$ cat src/rtl/tdv_pkg.sv
// ----------------------------------------------------------------------------
// tdv_pkg
// Shared codes, constants and controller/datapath interface types for the
// three-oscillator voice.
// ----------------------------------------------------------------------------
package tdv_pkg;

    localparam int NUM_OSC = 3;
    localparam int OSC_IW  = 2;

    localparam int CFG_IW = 3;
    localparam int CFG_DW = 48;

    localparam logic [1:0] FUNC_TICK     = 2'd0;
    localparam logic [1:0] FUNC_NOTE_ON  = 2'd1;
    localparam logic [1:0] FUNC_NOTE_OFF = 2'd2;

    localparam logic [1:0] WAVE_SINE   = 2'd0;
    localparam logic [1:0] WAVE_SAW    = 2'd1;
    localparam logic [1:0] WAVE_SQUARE = 2'd2;

    localparam logic [2:0] STAGE_IDLE    = 3'd0;
    localparam logic [2:0] STAGE_ATTACK  = 3'd1;
    localparam logic [2:0] STAGE_DECAY   = 3'd2;
    localparam logic [2:0] STAGE_SUSTAIN = 3'd3;
    localparam logic [2:0] STAGE_RELEASE = 3'd4;

    localparam logic [CFG_IW-1:0] CFG_WAVE_MODE     = 3'd0;
    localparam logic [CFG_IW-1:0] CFG_ENV_ENABLE    = 3'd1;
    localparam logic [CFG_IW-1:0] CFG_ATTACK_STEP   = 3'd2;
    localparam logic [CFG_IW-1:0] CFG_DECAY_STEP    = 3'd3;
    localparam logic [CFG_IW-1:0] CFG_RELEASE_STEP  = 3'd4;
    localparam logic [CFG_IW-1:0] CFG_SUSTAIN_LEVEL = 3'd5;
    localparam logic [CFG_IW-1:0] CFG_OSC_GAINS     = 3'd6;

    localparam logic [15:0] RST_ATTACK_STEP   = 16'd4095;
    localparam logic [15:0] RST_DECAY_STEP    = 16'd33;
    localparam logic [15:0] RST_RELEASE_STEP  = 16'd65;
    localparam logic [15:0] RST_SUSTAIN_LEVEL = 16'd16352;
    localparam logic [47:0] RST_OSC_GAINS     = 48'hFFFF_FFFF_FFFF;

    localparam int SINE_DEPTH     = 4096;
    localparam int SINE_AW        = $clog2(SINE_DEPTH);
    localparam int SINE_ARG_BITS  = 17;

    localparam int          ENV_MAX   = 65535;
    localparam logic [16:0] ENV_MAX_W = 17'(ENV_MAX);
    localparam logic [15:0] ENV_FULL  = 16'hFFFF;

    localparam logic [15:0] POLY_K0    = 16'd153;
    localparam logic [15:0] POLY_C1    = 16'd2611;
    localparam logic [15:0] POLY_C2    = 16'd21167;
    localparam logic [15:0] POLY_C3    = 16'd51472;
    localparam logic [15:0] SINE_AMP   = 16'd2047;
    localparam logic [31:0] SINE_ROUND = 32'd16384;
    localparam logic [11:0] SINE_MID   = 12'd2048;
    localparam logic [15:0] HALF_TURN  = 16'h8000;

    localparam logic [11:0] SQUARE_BIT  = 12'h800;
    localparam logic [11:0] SQUARE_FLIP = 12'h100;
    localparam logic [7:0]  DAC_CMD     = 8'h30;

    typedef enum logic [2:0] {
        MUL_NONE,
        MUL_R_R,
        MUL_K_X2,
        MUL_T_X2,
        MUL_R_T,
        MUL_S_AMP,
        MUL_SHAPE_GAIN,
        MUL_ENV_MIX
    } tdv_mul_op_t;

    typedef enum logic [2:0] {
        WB_NONE,
        WB_X2,
        WB_T1,
        WB_T2,
        WB_T3,
        WB_S,
        WB_V,
        WB_MIX
    } tdv_wb_op_t;

    typedef struct packed {
        logic        accept;
        logic        advance;
        logic        load_phase;
        logic        env_step;
        logic        out_load;
        tdv_mul_op_t mul_op;
        tdv_wb_op_t  wb_op;
    } tdv_cmd_t;

    typedef struct packed {
        logic tick_item;
        logic sine_mode;
        logic last_osc;
        logic out_free;
    } tdv_status_t;

endpackage

$ cat src/rtl/three_osc_dds_adsr_voice_unit.sv
// ----------------------------------------------------------------------------
// three_osc_dds_adsr_voice_unit
// One synthesizer voice: three phase-accumulator oscillators, waveform
// shaping, gain mixing and an ADSR amplitude envelope, with DAC bytes out.
// ----------------------------------------------------------------------------
// Note-on and note-off beats are taken in the idle state, do not stall the
// input and give no result. A tick beat gives one sample; its length is set
// by the single shared 16x16 multiplier, which every product goes through
// with a register after it. With the sine waveform each oscillator runs a
// polynomial evaluation (square, three polynomial terms, sine product and
// amplitude scaling) before its gain product; with sawtooth, square or the
// unused mode it goes straight to the gain product. The input stays stalled
// for the whole of a tick. A finished sample is held in the output register
// while the next beat is accepted; when a new sample is ready before the
// previous one has been taken, the tick waits and the input stays stalled
// until the output register frees up.
module three_osc_dds_adsr_voice_unit
    import tdv_pkg::*;
(
    input  logic              clk,
    input  logic              rst_n,
    input  logic              cfg_write,
    input  logic [CFG_IW-1:0] cfg_index,
    input  logic [CFG_DW-1:0] cfg_data,
    input  logic              in_valid,
    output logic              in_stall,
    input  logic [1:0]        func,
    input  logic [6:0]        note,
    input  logic [6:0]        velocity,
    input  logic              use_velocity,
    input  logic [15:0]       phase_step_a,
    input  logic [15:0]       phase_step_b,
    input  logic [15:0]       phase_step_c,
    output logic              out_valid,
    input  logic              out_stall,
    output logic [15:0]       sample_value,
    output logic [7:0]        dac_first_byte,
    output logic [7:0]        dac_second_byte,
    output logic [2:0]        stage_now
);

    tdv_cmd_t    cmd;
    tdv_status_t status;

    tdv_ctrl u_ctrl
    (
        .clk      (clk),
        .rst_n    (rst_n),
        .in_valid (in_valid),
        .in_stall (in_stall),
        .status   (status),
        .cmd      (cmd)
    );

    tdv_datapath u_datapath
    (
        .clk             (clk),
        .rst_n           (rst_n),
        .cfg_write       (cfg_write),
        .cfg_index       (cfg_index),
        .cfg_data        (cfg_data),
        .func            (func),
        .note            (note),
        .velocity        (velocity),
        .use_velocity    (use_velocity),
        .phase_step_a    (phase_step_a),
        .phase_step_b    (phase_step_b),
        .phase_step_c    (phase_step_c),
        .out_valid       (out_valid),
        .out_stall       (out_stall),
        .sample_value    (sample_value),
        .dac_first_byte  (dac_first_byte),
        .dac_second_byte (dac_second_byte),
        .stage_now       (stage_now),
        .cmd             (cmd),
        .status          (status)
    );

endmodule

$ cat src/rtl/tdv_ctrl.sv
// ----------------------------------------------------------------------------
// tdv_ctrl
// Sequencer for the voice: takes input beats and steps the datapath through
// the oscillator, mixer and envelope micro-operations of a tick.
// ----------------------------------------------------------------------------
module tdv_ctrl
    import tdv_pkg::*;
(
    input  logic        clk,
    input  logic        rst_n,
    input  logic        in_valid,
    output logic        in_stall,
    input  tdv_status_t status,
    output tdv_cmd_t    cmd
);

    localparam logic [4:0] ST_IDLE  = 5'd0;
    localparam logic [4:0] ST_ADV   = 5'd1;
    localparam logic [4:0] ST_PHASE = 5'd2;
    localparam logic [4:0] ST_X2M   = 5'd3;
    localparam logic [4:0] ST_X2W   = 5'd4;
    localparam logic [4:0] ST_T1M   = 5'd5;
    localparam logic [4:0] ST_T1W   = 5'd6;
    localparam logic [4:0] ST_T2M   = 5'd7;
    localparam logic [4:0] ST_T2W   = 5'd8;
    localparam logic [4:0] ST_T3M   = 5'd9;
    localparam logic [4:0] ST_T3W   = 5'd10;
    localparam logic [4:0] ST_SM    = 5'd11;
    localparam logic [4:0] ST_SW    = 5'd12;
    localparam logic [4:0] ST_VM    = 5'd13;
    localparam logic [4:0] ST_VW    = 5'd14;
    localparam logic [4:0] ST_GM    = 5'd15;
    localparam logic [4:0] ST_GW    = 5'd16;
    localparam logic [4:0] ST_ENV   = 5'd17;
    localparam logic [4:0] ST_EM    = 5'd18;
    localparam logic [4:0] ST_EW    = 5'd19;

    logic [4:0] state_reg;
    logic [4:0] state_next;

    assign in_stall = (state_reg != ST_IDLE);

    always_comb
    begin
        state_next = state_reg;
        cmd        = '0;
        cmd.mul_op = MUL_NONE;
        cmd.wb_op  = WB_NONE;
        unique case (state_reg)
            ST_IDLE:
            begin
                cmd.accept = in_valid;
                if (in_valid && status.tick_item)
                begin
                    state_next = ST_ADV;
                end
            end
            ST_ADV:
            begin
                cmd.advance = 1'b1;
                state_next  = ST_PHASE;
            end
            ST_PHASE:
            begin
                cmd.load_phase = 1'b1;
                state_next     = status.sine_mode ? ST_X2M : ST_GM;
            end
            ST_X2M:
            begin
                cmd.mul_op = MUL_R_R;
                state_next = ST_X2W;
            end
            ST_X2W:
            begin
                cmd.wb_op  = WB_X2;
                state_next = ST_T1M;
            end
            ST_T1M:
            begin
                cmd.mul_op = MUL_K_X2;
                state_next = ST_T1W;
            end
            ST_T1W:
            begin
                cmd.wb_op  = WB_T1;
                state_next = ST_T2M;
            end
            ST_T2M:
            begin
                cmd.mul_op = MUL_T_X2;
                state_next = ST_T2W;
            end
            ST_T2W:
            begin
                cmd.wb_op  = WB_T2;
                state_next = ST_T3M;
            end
            ST_T3M:
            begin
                cmd.mul_op = MUL_T_X2;
                state_next = ST_T3W;
            end
            ST_T3W:
            begin
                cmd.wb_op  = WB_T3;
                state_next = ST_SM;
            end
            ST_SM:
            begin
                cmd.mul_op = MUL_R_T;
                state_next = ST_SW;
            end
            ST_SW:
            begin
                cmd.wb_op  = WB_S;
                state_next = ST_VM;
            end
            ST_VM:
            begin
                cmd.mul_op = MUL_S_AMP;
                state_next = ST_VW;
            end
            ST_VW:
            begin
                cmd.wb_op  = WB_V;
                state_next = ST_GM;
            end
            ST_GM:
            begin
                cmd.mul_op = MUL_SHAPE_GAIN;
                state_next = ST_GW;
            end
            ST_GW:
            begin
                cmd.wb_op  = WB_MIX;
                state_next = status.last_osc ? ST_ENV : ST_PHASE;
            end
            ST_ENV:
            begin
                cmd.env_step = 1'b1;
                state_next   = ST_EM;
            end
            ST_EM:
            begin
                cmd.mul_op = MUL_ENV_MIX;
                state_next = ST_EW;
            end
            ST_EW:
            begin
                cmd.out_load = status.out_free;
                if (status.out_free)
                begin
                    state_next = ST_IDLE;
                end
            end
            default:
            begin
                state_next = ST_IDLE;
            end
        endcase
    end

    always_ff @(posedge clk or negedge rst_n)
    begin
        if (!rst_n)
        begin
            state_reg <= ST_IDLE;
        end
        else
        begin
            state_reg <= state_next;
        end
    end

endmodule

$ cat src/rtl/tdv_datapath.sv
// ----------------------------------------------------------------------------
// tdv_datapath
// Configuration registers, phase accumulators, a shared 16x16 multiplier with
// its operand and writeback registers, the envelope and the output register.
// ----------------------------------------------------------------------------
module tdv_datapath
    import tdv_pkg::*;
(
    input  logic              clk,
    input  logic              rst_n,
    input  logic              cfg_write,
    input  logic [CFG_IW-1:0] cfg_index,
    input  logic [CFG_DW-1:0] cfg_data,
    input  logic [1:0]        func,
    input  logic [6:0]        note,
    input  logic [6:0]        velocity,
    input  logic              use_velocity,
    input  logic [15:0]       phase_step_a,
    input  logic [15:0]       phase_step_b,
    input  logic [15:0]       phase_step_c,
    output logic              out_valid,
    input  logic              out_stall,
    output logic [15:0]       sample_value,
    output logic [7:0]        dac_first_byte,
    output logic [7:0]        dac_second_byte,
    output logic [2:0]        stage_now,
    input  tdv_cmd_t          cmd,
    output tdv_status_t       status
);

    logic [1:0]  wave_mode_reg;
    logic        env_enable_reg;
    logic [15:0] attack_step_reg;
    logic [15:0] decay_step_reg;
    logic [15:0] release_step_reg;
    logic [15:0] sustain_level_reg;
    logic [47:0] osc_gains_reg;

    logic [15:0] phase_accum_reg [NUM_OSC];
    logic [15:0] phase_incr_reg [NUM_OSC];
    logic [15:0] env_level_reg;
    logic [2:0]  env_stage_reg;
    logic [6:0]  last_note_reg;
    logic [15:0] sustain_target_reg;
    logic [OSC_IW-1:0] osc_idx_reg;
    logic        out_valid_reg;

    logic [15:0] r_reg;
    logic [1:0]  quad_reg;
    logic [15:0] x2_reg;
    logic [15:0] t_reg;
    logic [15:0] s_reg;
    logic [11:0] shape_reg;
    logic [31:0] prod_reg;
    logic [31:0] mix_reg;
    logic [15:0] sample_reg;
    logic [2:0]  stage_out_reg;

    logic [15:0] env_level_next;
    logic [2:0]  env_stage_next;
    logic        env_clear_accum;

    logic [11:0] phase12;
    logic [SINE_AW-1:0] sine_entry;
    logic [SINE_ARG_BITS-1:0] sine_arg;
    logic [15:0] r_base;
    logic [11:0] shape_direct;
    logic [15:0] gain_sel;
    logic [15:0] mul_a;
    logic [15:0] mul_b;
    logic [31:0] v_sum;
    logic [16:0] v_raw;
    logic [10:0] v_clip;
    logic [15:0] vel_target;
    logic [16:0] env_sum;
    logic [16:0] env_diff_decay;
    logic [16:0] env_diff_release;
    logic [15:0] out_sample;

    assign status.tick_item = (func == FUNC_TICK);
    assign status.sine_mode = (wave_mode_reg == WAVE_SINE);
    assign status.last_osc  = (osc_idx_reg == OSC_IW'(NUM_OSC - 1));
    assign status.out_free  = !out_valid_reg || !out_stall;

    assign phase12    = phase_accum_reg[osc_idx_reg][15:4];
    assign sine_entry = phase12[11 -: SINE_AW];
    assign sine_arg   = {sine_entry, {(SINE_ARG_BITS - SINE_AW){1'b0}}};
    assign r_base     = {1'b0, sine_arg[14:0]};

    always_comb
    begin
        case (wave_mode_reg)
            WAVE_SAW:    shape_direct = phase12;
            WAVE_SQUARE: shape_direct = (phase12 & SQUARE_BIT) ^ SQUARE_FLIP;
            default:     shape_direct = 12'd0;
        endcase
    end

    always_comb
    begin
        case (osc_idx_reg)
            2'd0:    gain_sel = osc_gains_reg[15:0];
            2'd1:    gain_sel = osc_gains_reg[31:16];
            default: gain_sel = osc_gains_reg[47:32];
        endcase
    end

    always_comb
    begin
        mul_a = 16'd0;
        mul_b = 16'd0;
        case (cmd.mul_op)
            MUL_R_R:
            begin
                mul_a = r_reg;
                mul_b = r_reg;
            end
            MUL_K_X2:
            begin
                mul_a = POLY_K0;
                mul_b = x2_reg;
            end
            MUL_T_X2:
            begin
                mul_a = t_reg;
                mul_b = x2_reg;
            end
            MUL_R_T:
            begin
                mul_a = r_reg;
                mul_b = t_reg;
            end
            MUL_S_AMP:
            begin
                mul_a = s_reg;
                mul_b = SINE_AMP;
            end
            MUL_SHAPE_GAIN:
            begin
                mul_a = {4'd0, shape_reg};
                mul_b = gain_sel;
            end
            MUL_ENV_MIX:
            begin
                mul_a = env_level_reg;
                mul_b = mix_reg[31:16];
            end
            default:
            begin
                mul_a = 16'd0;
                mul_b = 16'd0;
            end
        endcase
    end

    assign v_sum  = prod_reg + SINE_ROUND;
    assign v_raw  = v_sum[31:15];
    assign v_clip = (v_raw > 17'(SINE_AMP)) ? SINE_AMP[10:0] : v_raw[10:0];

    assign vel_target = {9'd0, velocity} * {7'd0, sustain_level_reg[15:7]};

    assign env_sum          = {1'b0, env_level_reg} + {1'b0, attack_step_reg};
    assign env_diff_decay   = {1'b0, env_level_reg} - {1'b0, decay_step_reg};
    assign env_diff_release = {1'b0, env_level_reg} - {1'b0, release_step_reg};

    always_comb
    begin
        env_level_next  = env_level_reg;
        env_stage_next  = env_stage_reg;
        env_clear_accum = 1'b0;
        if (!env_enable_reg)
        begin
            env_level_next = ENV_FULL;
        end
        else
        begin
            case (env_stage_reg)
                STAGE_ATTACK:
                begin
                    if (env_sum > ENV_MAX_W)
                    begin
                        env_level_next = ENV_MAX_W[15:0];
                        env_stage_next = STAGE_DECAY;
                    end
                    else
                    begin
                        env_level_next = env_sum[15:0];
                    end
                end
                STAGE_DECAY:
                begin
                    if (env_diff_decay[16] || (env_diff_decay[15:0] < sustain_target_reg)
                        || (env_diff_decay > ENV_MAX_W))
                    begin
                        env_level_next = sustain_target_reg;
                        env_stage_next = STAGE_SUSTAIN;
                    end
                    else
                    begin
                        env_level_next = env_diff_decay[15:0];
                    end
                end
                STAGE_SUSTAIN:
                begin
                    env_level_next = sustain_target_reg;
                end
                STAGE_RELEASE:
                begin
                    if (env_diff_release[16] || (env_diff_release > ENV_MAX_W))
                    begin
                        env_level_next = 16'd0;
                        env_stage_next = STAGE_IDLE;
                    end
                    else
                    begin
                        env_level_next = env_diff_release[15:0];
                    end
                end
                default:
                begin
                    env_level_next  = 16'd0;
                    env_clear_accum = 1'b1;
                end
            endcase
        end
    end

    always_ff @(posedge clk or negedge rst_n)
    begin
        if (!rst_n)
        begin
            wave_mode_reg     <= WAVE_SINE;
            env_enable_reg    <= 1'b0;
            attack_step_reg   <= RST_ATTACK_STEP;
            decay_step_reg    <= RST_DECAY_STEP;
            release_step_reg  <= RST_RELEASE_STEP;
            sustain_level_reg <= RST_SUSTAIN_LEVEL;
            osc_gains_reg     <= RST_OSC_GAINS;
        end
        else if (cfg_write)
        begin
            unique case (cfg_index)
                CFG_WAVE_MODE:     wave_mode_reg     <= cfg_data[1:0];
                CFG_ENV_ENABLE:    env_enable_reg    <= cfg_data[0];
                CFG_ATTACK_STEP:   attack_step_reg   <= cfg_data[15:0];
                CFG_DECAY_STEP:    decay_step_reg    <= cfg_data[15:0];
                CFG_RELEASE_STEP:  release_step_reg  <= cfg_data[15:0];
                CFG_SUSTAIN_LEVEL: sustain_level_reg <= cfg_data[15:0];
                CFG_OSC_GAINS:     osc_gains_reg     <= cfg_data[47:0];
                default:           ;
            endcase
        end
    end

    always_ff @(posedge clk or negedge rst_n)
    begin
        if (!rst_n)
        begin
            for (int i = 0; i < NUM_OSC; i++)
            begin
                phase_accum_reg[i] <= 16'd0;
                phase_incr_reg[i]  <= 16'd0;
            end
            env_level_reg      <= 16'd0;
            env_stage_reg      <= STAGE_IDLE;
            last_note_reg      <= 7'd0;
            sustain_target_reg <= 16'd0;
            osc_idx_reg        <= '0;
            out_valid_reg      <= 1'b0;
        end
        else
        begin
            if (cmd.accept)
            begin
                if (func == FUNC_NOTE_ON)
                begin
                    phase_incr_reg[0]  <= phase_step_a;
                    phase_incr_reg[1]  <= phase_step_b;
                    phase_incr_reg[2]  <= phase_step_c;
                    last_note_reg      <= note;
                    sustain_target_reg <= use_velocity ? vel_target : sustain_level_reg;
                    env_stage_reg      <= STAGE_ATTACK;
                end
                else if ((func == FUNC_NOTE_OFF) && (note == last_note_reg))
                begin
                    env_stage_reg <= STAGE_RELEASE;
                end
            end
            if (cmd.advance)
            begin
                for (int i = 0; i < NUM_OSC; i++)
                begin
                    phase_accum_reg[i] <= phase_accum_reg[i] + phase_incr_reg[i];
                end
                osc_idx_reg <= '0;
            end
            if (cmd.wb_op == WB_MIX)
            begin
                osc_idx_reg <= osc_idx_reg + OSC_IW'(1);
            end
            if (cmd.env_step)
            begin
                env_level_reg <= env_level_next;
                env_stage_reg <= env_stage_next;
                if (env_clear_accum)
                begin
                    for (int i = 0; i < NUM_OSC; i++)
                    begin
                        phase_accum_reg[i] <= 16'd0;
                    end
                end
            end
            if (cmd.out_load)
            begin
                out_valid_reg <= 1'b1;
            end
            else if (!out_stall)
            begin
                out_valid_reg <= 1'b0;
            end
        end
    end

    always_ff @(posedge clk)
    begin
        if (cmd.advance)
        begin
            mix_reg <= 32'd0;
        end
        if (cmd.load_phase)
        begin
            quad_reg  <= sine_arg[16:15];
            r_reg     <= sine_arg[15] ? (HALF_TURN - r_base) : r_base;
            shape_reg <= shape_direct;
        end
        if (cmd.mul_op != MUL_NONE)
        begin
            prod_reg <= mul_a * mul_b;
        end
        case (cmd.wb_op)
            WB_X2:  x2_reg    <= prod_reg[30:15];
            WB_T1:  t_reg     <= POLY_C1 - prod_reg[30:15];
            WB_T2:  t_reg     <= POLY_C2 - prod_reg[30:15];
            WB_T3:  t_reg     <= POLY_C3 - prod_reg[30:15];
            WB_S:   s_reg     <= prod_reg[30:15];
            WB_V:   shape_reg <= quad_reg[1] ? (SINE_MID - {1'b0, v_clip})
                                             : (SINE_MID + {1'b0, v_clip});
            WB_MIX: mix_reg   <= mix_reg + {prod_reg[29:0], 2'b00};
            default: ;
        endcase
        if (cmd.out_load)
        begin
            sample_reg    <= out_sample;
            stage_out_reg <= env_stage_reg;
        end
    end

    assign out_sample = prod_reg[31:16];

    assign out_valid       = out_valid_reg;
    assign sample_value    = sample_reg;
    assign dac_first_byte  = DAC_CMD | {4'd0, sample_reg[15:12]};
    assign dac_second_byte = sample_reg[11:4];
    assign stage_now       = stage_out_reg;

endmodule
$ cat config.mk
export PLATFORM = sky130hd
export DESIGN_NAME = three_osc_dds_adsr_voice_unit
export DESIGN_NICKNAME = d
export VERILOG_FILES = /design/src/rtl/tdv_pkg.sv /design/src/rtl/three_osc_dds_adsr_voice_unit.sv /design/src/rtl/tdv_ctrl.sv /design/src/rtl/tdv_datapath.sv
export SDC_FILE = /design/constraint.sdc
export NUM_CORES = 2
export LEC_CHECK = 0
export BUFFER_PORTS_ARGS = -buffer_cell sky130_fd_sc_hd__buf_4
export CAP_MARGIN = 10
export CORE_MARGIN = 2
export CORE_UTILIZATION = 52
export CTS_BUF_LIST = sky130_fd_sc_hd__clkbuf_4 sky130_fd_sc_hd__clkbuf_8
export CTS_CLUSTER_SIZE = 28
export DETAILED_ROUTE_END_ITERATION = 16
export GPL_TIMING_DRIVEN = 0
export PLACE_DENSITY = 0.69
export SLEW_MARGIN = 20
export SYNTH_ARGS = -nofsm -noshare
export SYNTH_HDL_FRONTEND = slang
export SYNTH_SLANG_ARGS = --single-unit
export TNS_END_PERCENT = 10
$ cat constraint.sdc
create_clock -name clk -period 17.5 [get_ports clk]
set_clock_uncertainty 0.1 [all_clocks]
set_input_delay 1.75 -clock clk [delete_from_list [all_inputs] [get_ports clk]]
set_output_delay 1.75 -clock clk [all_outputs]
set_load 0.005 [all_outputs]
# Word-level counts from Yosys, hierarchy flattened
# Cells that the tools add are included.
word_totals:
  regBits: 422
  input_bits: 121
  word_cells: 198
classes:
  add_sub_neg: 15
  n_mul: 2
  magnitude_cmp: 6
  n_eq_ne: 58
  mux: 51
  bitwise_logic: 1
  reduce_logical: 34
op_table:
  columns: ["op", "n"]
  rows:
  - ["$pmux W16 S6", 2]
  - ["$mux W48", 3]
  - ["$mux W16", 7]
  - ["$pmux W5 S20", 1]
  - ["$mux W32", 2]
  - ["$pmux W16 S4", 1]
  - ["$gt A17 B16 Y1 const B", 3]
  - ["$add A16 B16 Y16", 3]
  - ["$pmux W16 S3", 1]
  - ["$pmux W3 S7", 2]
  - ["$eq A5 B4 Y1 const B", 8]
  - ["$eq A3 B3 Y1 const B", 12]
  - ["$mux W12", 3]
  - ["$sub A16 B16 Y17", 2]
  - ["$add A32 B15 Y32 const B", 1]
  - ["$add A32 B32 Y32", 1]
  - ["$bmux W16 S2", 1]
  - ["$mul A16 B16 Y32", 1]
  - ["$pmux W16 S2", 1]
  - ["$eq A3 B2 Y1 const B", 8]
  - ["$mux W3", 8]
  - ["$pmux W12 S2", 1]
  - ["$eq A5 B3 Y1 const B", 4]
  - ["$eq A5 B5 Y1 const B", 4]
  - ["42 further kinds", 87]

# Depth between registers and ports, before layout
depth:
  ltp_word: 8
  ltp_mapped: 36

# Modules after synthesis
# A second synthesis with hierarchy kept.
unflattened:
  cells_unflattened: 3738
  area_unflattened_um2: 35673.0
by_module_without_submodules:
  columns: ["mod", "n_inst", "cells_per_inst", "area_each_um2"]
  rows:
  - ["tdv_datapath", 1, 3669, 35141.2]
  - ["tdv_ctrl", 1, 69, 531.8]

# Least setup slack after synthesis
# Ideal clock, no wire load.
synth_path:
  path_type: "reg-to-reg"
  from: "register u_datapath.osc_idx_reg[1]"
  to: "register u_datapath.prod_reg[30], data pin"
  setup_time_ps: 258
  t_arrival_ps: 7769
  setup_slack_ps: 9374
  stages_incl_launch_ff: 31
  period_less_slack_ps: 8126
  path_cell_list: "dfrtp_1 > clkbuf_1 > buf_1 > inv_1 > ha_1 > clkbuf_1 > clkbuf_1 > a22oi_1 > a21oi_1 > a221oi_1 > nand2_1 > a21oi_1 > clkbuf_1 > nor2_1 > fa_1 > inv_1 > fa_1 > fa_1 > inv_1 > fa_1 > fa_1 > inv_1 > fa_1 > inv_1 > ha_1 > nand3_1 > o31ai_1 > a21oi_1 > o311ai_0 > a21oi_1 > xnor2_1"
synth_between:
  elab_chain_len: 4
  elab_cells_between_ends: 5
  cone_classes: "1 x mul; 1 x eq/ne; 2 x mux; 1 x reduce/logical"
synth_lines:
  columns: ["item", "line", "rtl"]
  rows:
  - ["start, declared", "tdv_datapath.sv:45", "logic [OSC_IW-1:0] osc_idx_reg;"]
  - ["start signal, assigned", "tdv_datapath.sv:299", "osc_idx_reg <= osc_idx_reg + OSC_IW'(1);"]
  - ["$eq A2 B1 Y1 or $logic_not A2 Y1 (tied branches)", "tdv_datapath.sv:101", "case (osc_idx_reg)"]
  - ["$pmux W16 S2 *", "tdv_datapath.sv:101", null]
  - ["$pmux W16 S6 *", "tdv_datapath.sv:112", "case (cmd.mul_op)"]
  - ["$mul A16 B16 Y32 *", "tdv_datapath.sv:338", "prod_reg <= mul_a * mul_b;"]
  - ["end signal, assigned", "tdv_datapath.sv:338", null]
  - ["end, declared", "tdv_datapath.sv:54", "logic [31:0] prod_reg;"]
# Mark *: on every way between the ends. The rest lies on a longest branch, timed or not.
# A chain may end at the register's enable or synchronous reset.

# Final worst setup path
# Same ends and word-level chain as after synthesis.

==> results.yml <==
status:
  status: "finished clean"
route:
  drt_iter0_drc: 2468
  wire_per_inst_um: 20.89
  viasPerCell: 5.875
  vias: 28081
  first_pass_iters: 6
  post-route-drc-count: 0
  routed_wirelength_um: 99830
  final_antenna_net_count: 0
timing:
  tns_ns: 0
  timing.hold.ws_ns: 0.3464
  timing.slew.headroom_pct: 24.54
  drv_slew: 0
  setup_violations: 0
  hold_viol: 0
  tightest_slew_ns: 1.128
  setup_ws_ns: 7.112
  min_period_ns: 10.39
  rsz0062_at_grt: "false"
  timing.fmax_mhz: 96.27
  post-route-period-util_pct: 59.36
placed_design:
  pre_cts_slack_ns: 7.262
  placed_cell_area_um2: 37290
  dp_hpwl_um: 77460
  port_buffers: 144
  gp_congestion: 0.9461
final_layout:
  finalNetCount: 4499
  drive_gt1_share_pct: 15.50
  fill_cells: 5682
  final_area_um2: 39100
  fin_util_pct: 59.26
  syn_to_final_growth_pct: 12.58
floorplanning:
  core_um2: 65980
  dieArea_um2: 68870
  fp.dieH_um: 262.4
  start_util_pct: 52.63
  ios: 158
  rows: 94
  die_x_um: 262.4
power_and_ir_drop:
  leakagePower_nw: 17.96
  p_per_area_nw_per_um2: 206.5
  vdd_drop_max_uv: 148.2
logic_synthesis:
  async_reset_ff_share_pct: 63.04
  ys_seq_area_share_pct: 32.30
  yosys_warnings: 0
  syn_avg_cell_area_um2: 9.636
  ys_types: 78
  synth_top_area_cell: "dfrtp_1"
  synth_top_area_share_pct: 13.55
  netlist_instances: 3604
  netlist_area_um2: 34730
  synthFlopType: "dfrtp_1"
  yosys-top-cells-area: "dfrtp_1 (14%), fa_1 (14%), edfxtp_1 (13%)"
  synth_edf_count: 153
  yosys_register_bits: 414
clock_tree:
  cts_tree: "built"
  htree_levels: 3
  post_cts_resized: 0
  cts.sinks: 414
  path_clk_slew_ns: 0.07
  cts_setup_buffers: 0
  cts_made_buffers: 78
  clk_path_buf_depth: 3
  ctsHoldBuffers: 0
  clkLatencyLatePin_ns: 0.71
  cts_root_buf: "clkbuf_8"
global_routing:
  grt_pass1_vias: 27512
  globalRouteOverflowTotal: 0
  antenna_found_initial: 6
  grt_max_degree: 97
  grt_pass1_wl_um: 157200
  track_usage_pct: 29.22
min_path:
  hold_path.class: "flop to flop"
worst_setup_path:
  slowest_stage: "o31ai_2"
  critical_path.most_common_cell: "fa_1"
  cp.required_ns: 17.81
  start_kind: "flop"
  critical-path-max-stage-delay_ns: 0.63
  worstSetupEndpointType: "flop"
  cp_max_fo: 10
  arrival_ns: 10.70
  criticalPathCategory: "flop to flop"
flow_run:
  maxCapViolations: 0
==> cell usage after synthesis (16+ instances only) <==
library cell,n
nand2_1,378
ha_1,291
a21o_1,73
inv_1,360
nand2b_1,21
xnor2_1,115
nor2b_1,22
xor2_1,62
buf_4,16
o21bai_1,22
nor3_1,49
o21a_1,21
mux2i_1,37
a221o_1,27
edfxtp_1,153
a21oi_1,259
or3_1,17
o22ai_1,19
a221oi_1,25
a211oi_1,29
clkbuf_1,120
o21ai_0,143
nor2_1,335
dfstp_2,73
mux2_2,161
and2_1,35
and3_1,27
dfrtp_1,188
a31oi_1,27
fa_1,235
nand3_1,44
a22oi_1,31
==> through the flow <==
step / cells / total power, W
floorplan: 3606 / 0.005496
global placement: 4614 / 0.006734
detailed placement: 4635 / 0.006908
CTS: 4778 / 0.008044
global route: 4780 / 0.008836
finish: 4780 / 0.008073
==> cell families after synthesis <==
logic type,share of synthesized area (%)
simple gates,12.41
compound gates,14.74
buf+inv,5.747
xor+xnor,4.464
fa+ha+maj,24.03
flops,32.30
other cells,0.02163
mux,6.287
==> placed cells by master (no fill, tap or decap), drive strengths merged, types with 27 or more instances in the layout <==
cell type and n:
dfstp 73, dfrtp 188, ha 291, nor3 49, mux2 161, o21ai 144
xor2 62, mux2i 37, a221o 27, a21oi 260, and2 35, inv 363
nor2 335, a21o 73, edfxtp 153, a31oi 27, xnor2 115, clkbuf 233
buf 198, a211oi 30, a22oi 31, and3 27, nand3 44, fa 235
nand2 378
==> worst paths after layout <==
path,depth (start not counted),endpoint,slack (ns),from
min in group asynchronous,1,u_datapath.phase_incr_reg[16],0.94,rst_n
worst min-delay path,0,u_datapath.stage_now[1],0.35,u_datapath.env_stage_reg[1]
worst min register to register,0,u_datapath.stage_now[1],0.35,u_datapath.env_stage_reg[1]
max in group asynchronous,2,u_datapath.decay_step_reg[9],15.40,rst_n
worst max-delay path,30,u_datapath.prod_reg[30],7.11,u_datapath.osc_idx_reg[1]
worst max register to register,30,u_datapath.prod_reg[30],7.11,u_datapath.osc_idx_reg[1]
==> worst max-delay path, delay by kind of cell, from the launching register on <==
family | cells | cell delay [ns]
AO/OA/AOI/OAI | 8 | 2.96
XOR/XNOR | 1 | 0.15
adder cells (fa/ha/maj) | 8 | 3.78
buffers and inverters | 10 | 2.36
flip-flops | 1 | 0.36
AND/OR/NAND/NOR | 3 | 0.34
==> final cells by class <==
| type | count | area (µm²) | share of cell area [%] |
|---|---|---|---|
| clock inverters | 31 | 379.1 | 0.9697 |
| flip-flops and latches | 414 | 11220 | 28.69 |
| diodes | 1 | 2.502 | 0.006400 |
| multi-input cells | 2679 | 21660 | 55.40 |
| repair buffers | 166 | 1346 | 3.443 |
| clock buffers | 112 | 1416 | 3.623 |
| well taps | 864 | 1081 | 2.765 |
| inverters | 360 | 1351 | 3.456 |
| plain buffers | 153 | 644.4 | 1.648 |
==> power by group <==
part	total, W	internal, W	switching, W	leakage [nW]
combinational	0.00516	0.00206	0.00311	12.4
clock	0.00110	0.000632	0.000465	0.944
sequential	0.00181	0.00145	0.000360	4.60
==> routing by layer <==
| layer | wire, µm | GRT usage, % | part of all wire (%) |
|---|---|---|---|
| met1 | 43130 | 40.79 | 43 |
| met2 | 44780 | 45.44 | 45 |
| met3 | 8675 | 5.735 | 8.7 |
| met4 | 3235 | 10.50 | 3.2 |
| met5 | 13 | 0 | 0.013 |
Note: power is estimated with default switching activity, not from simulation.
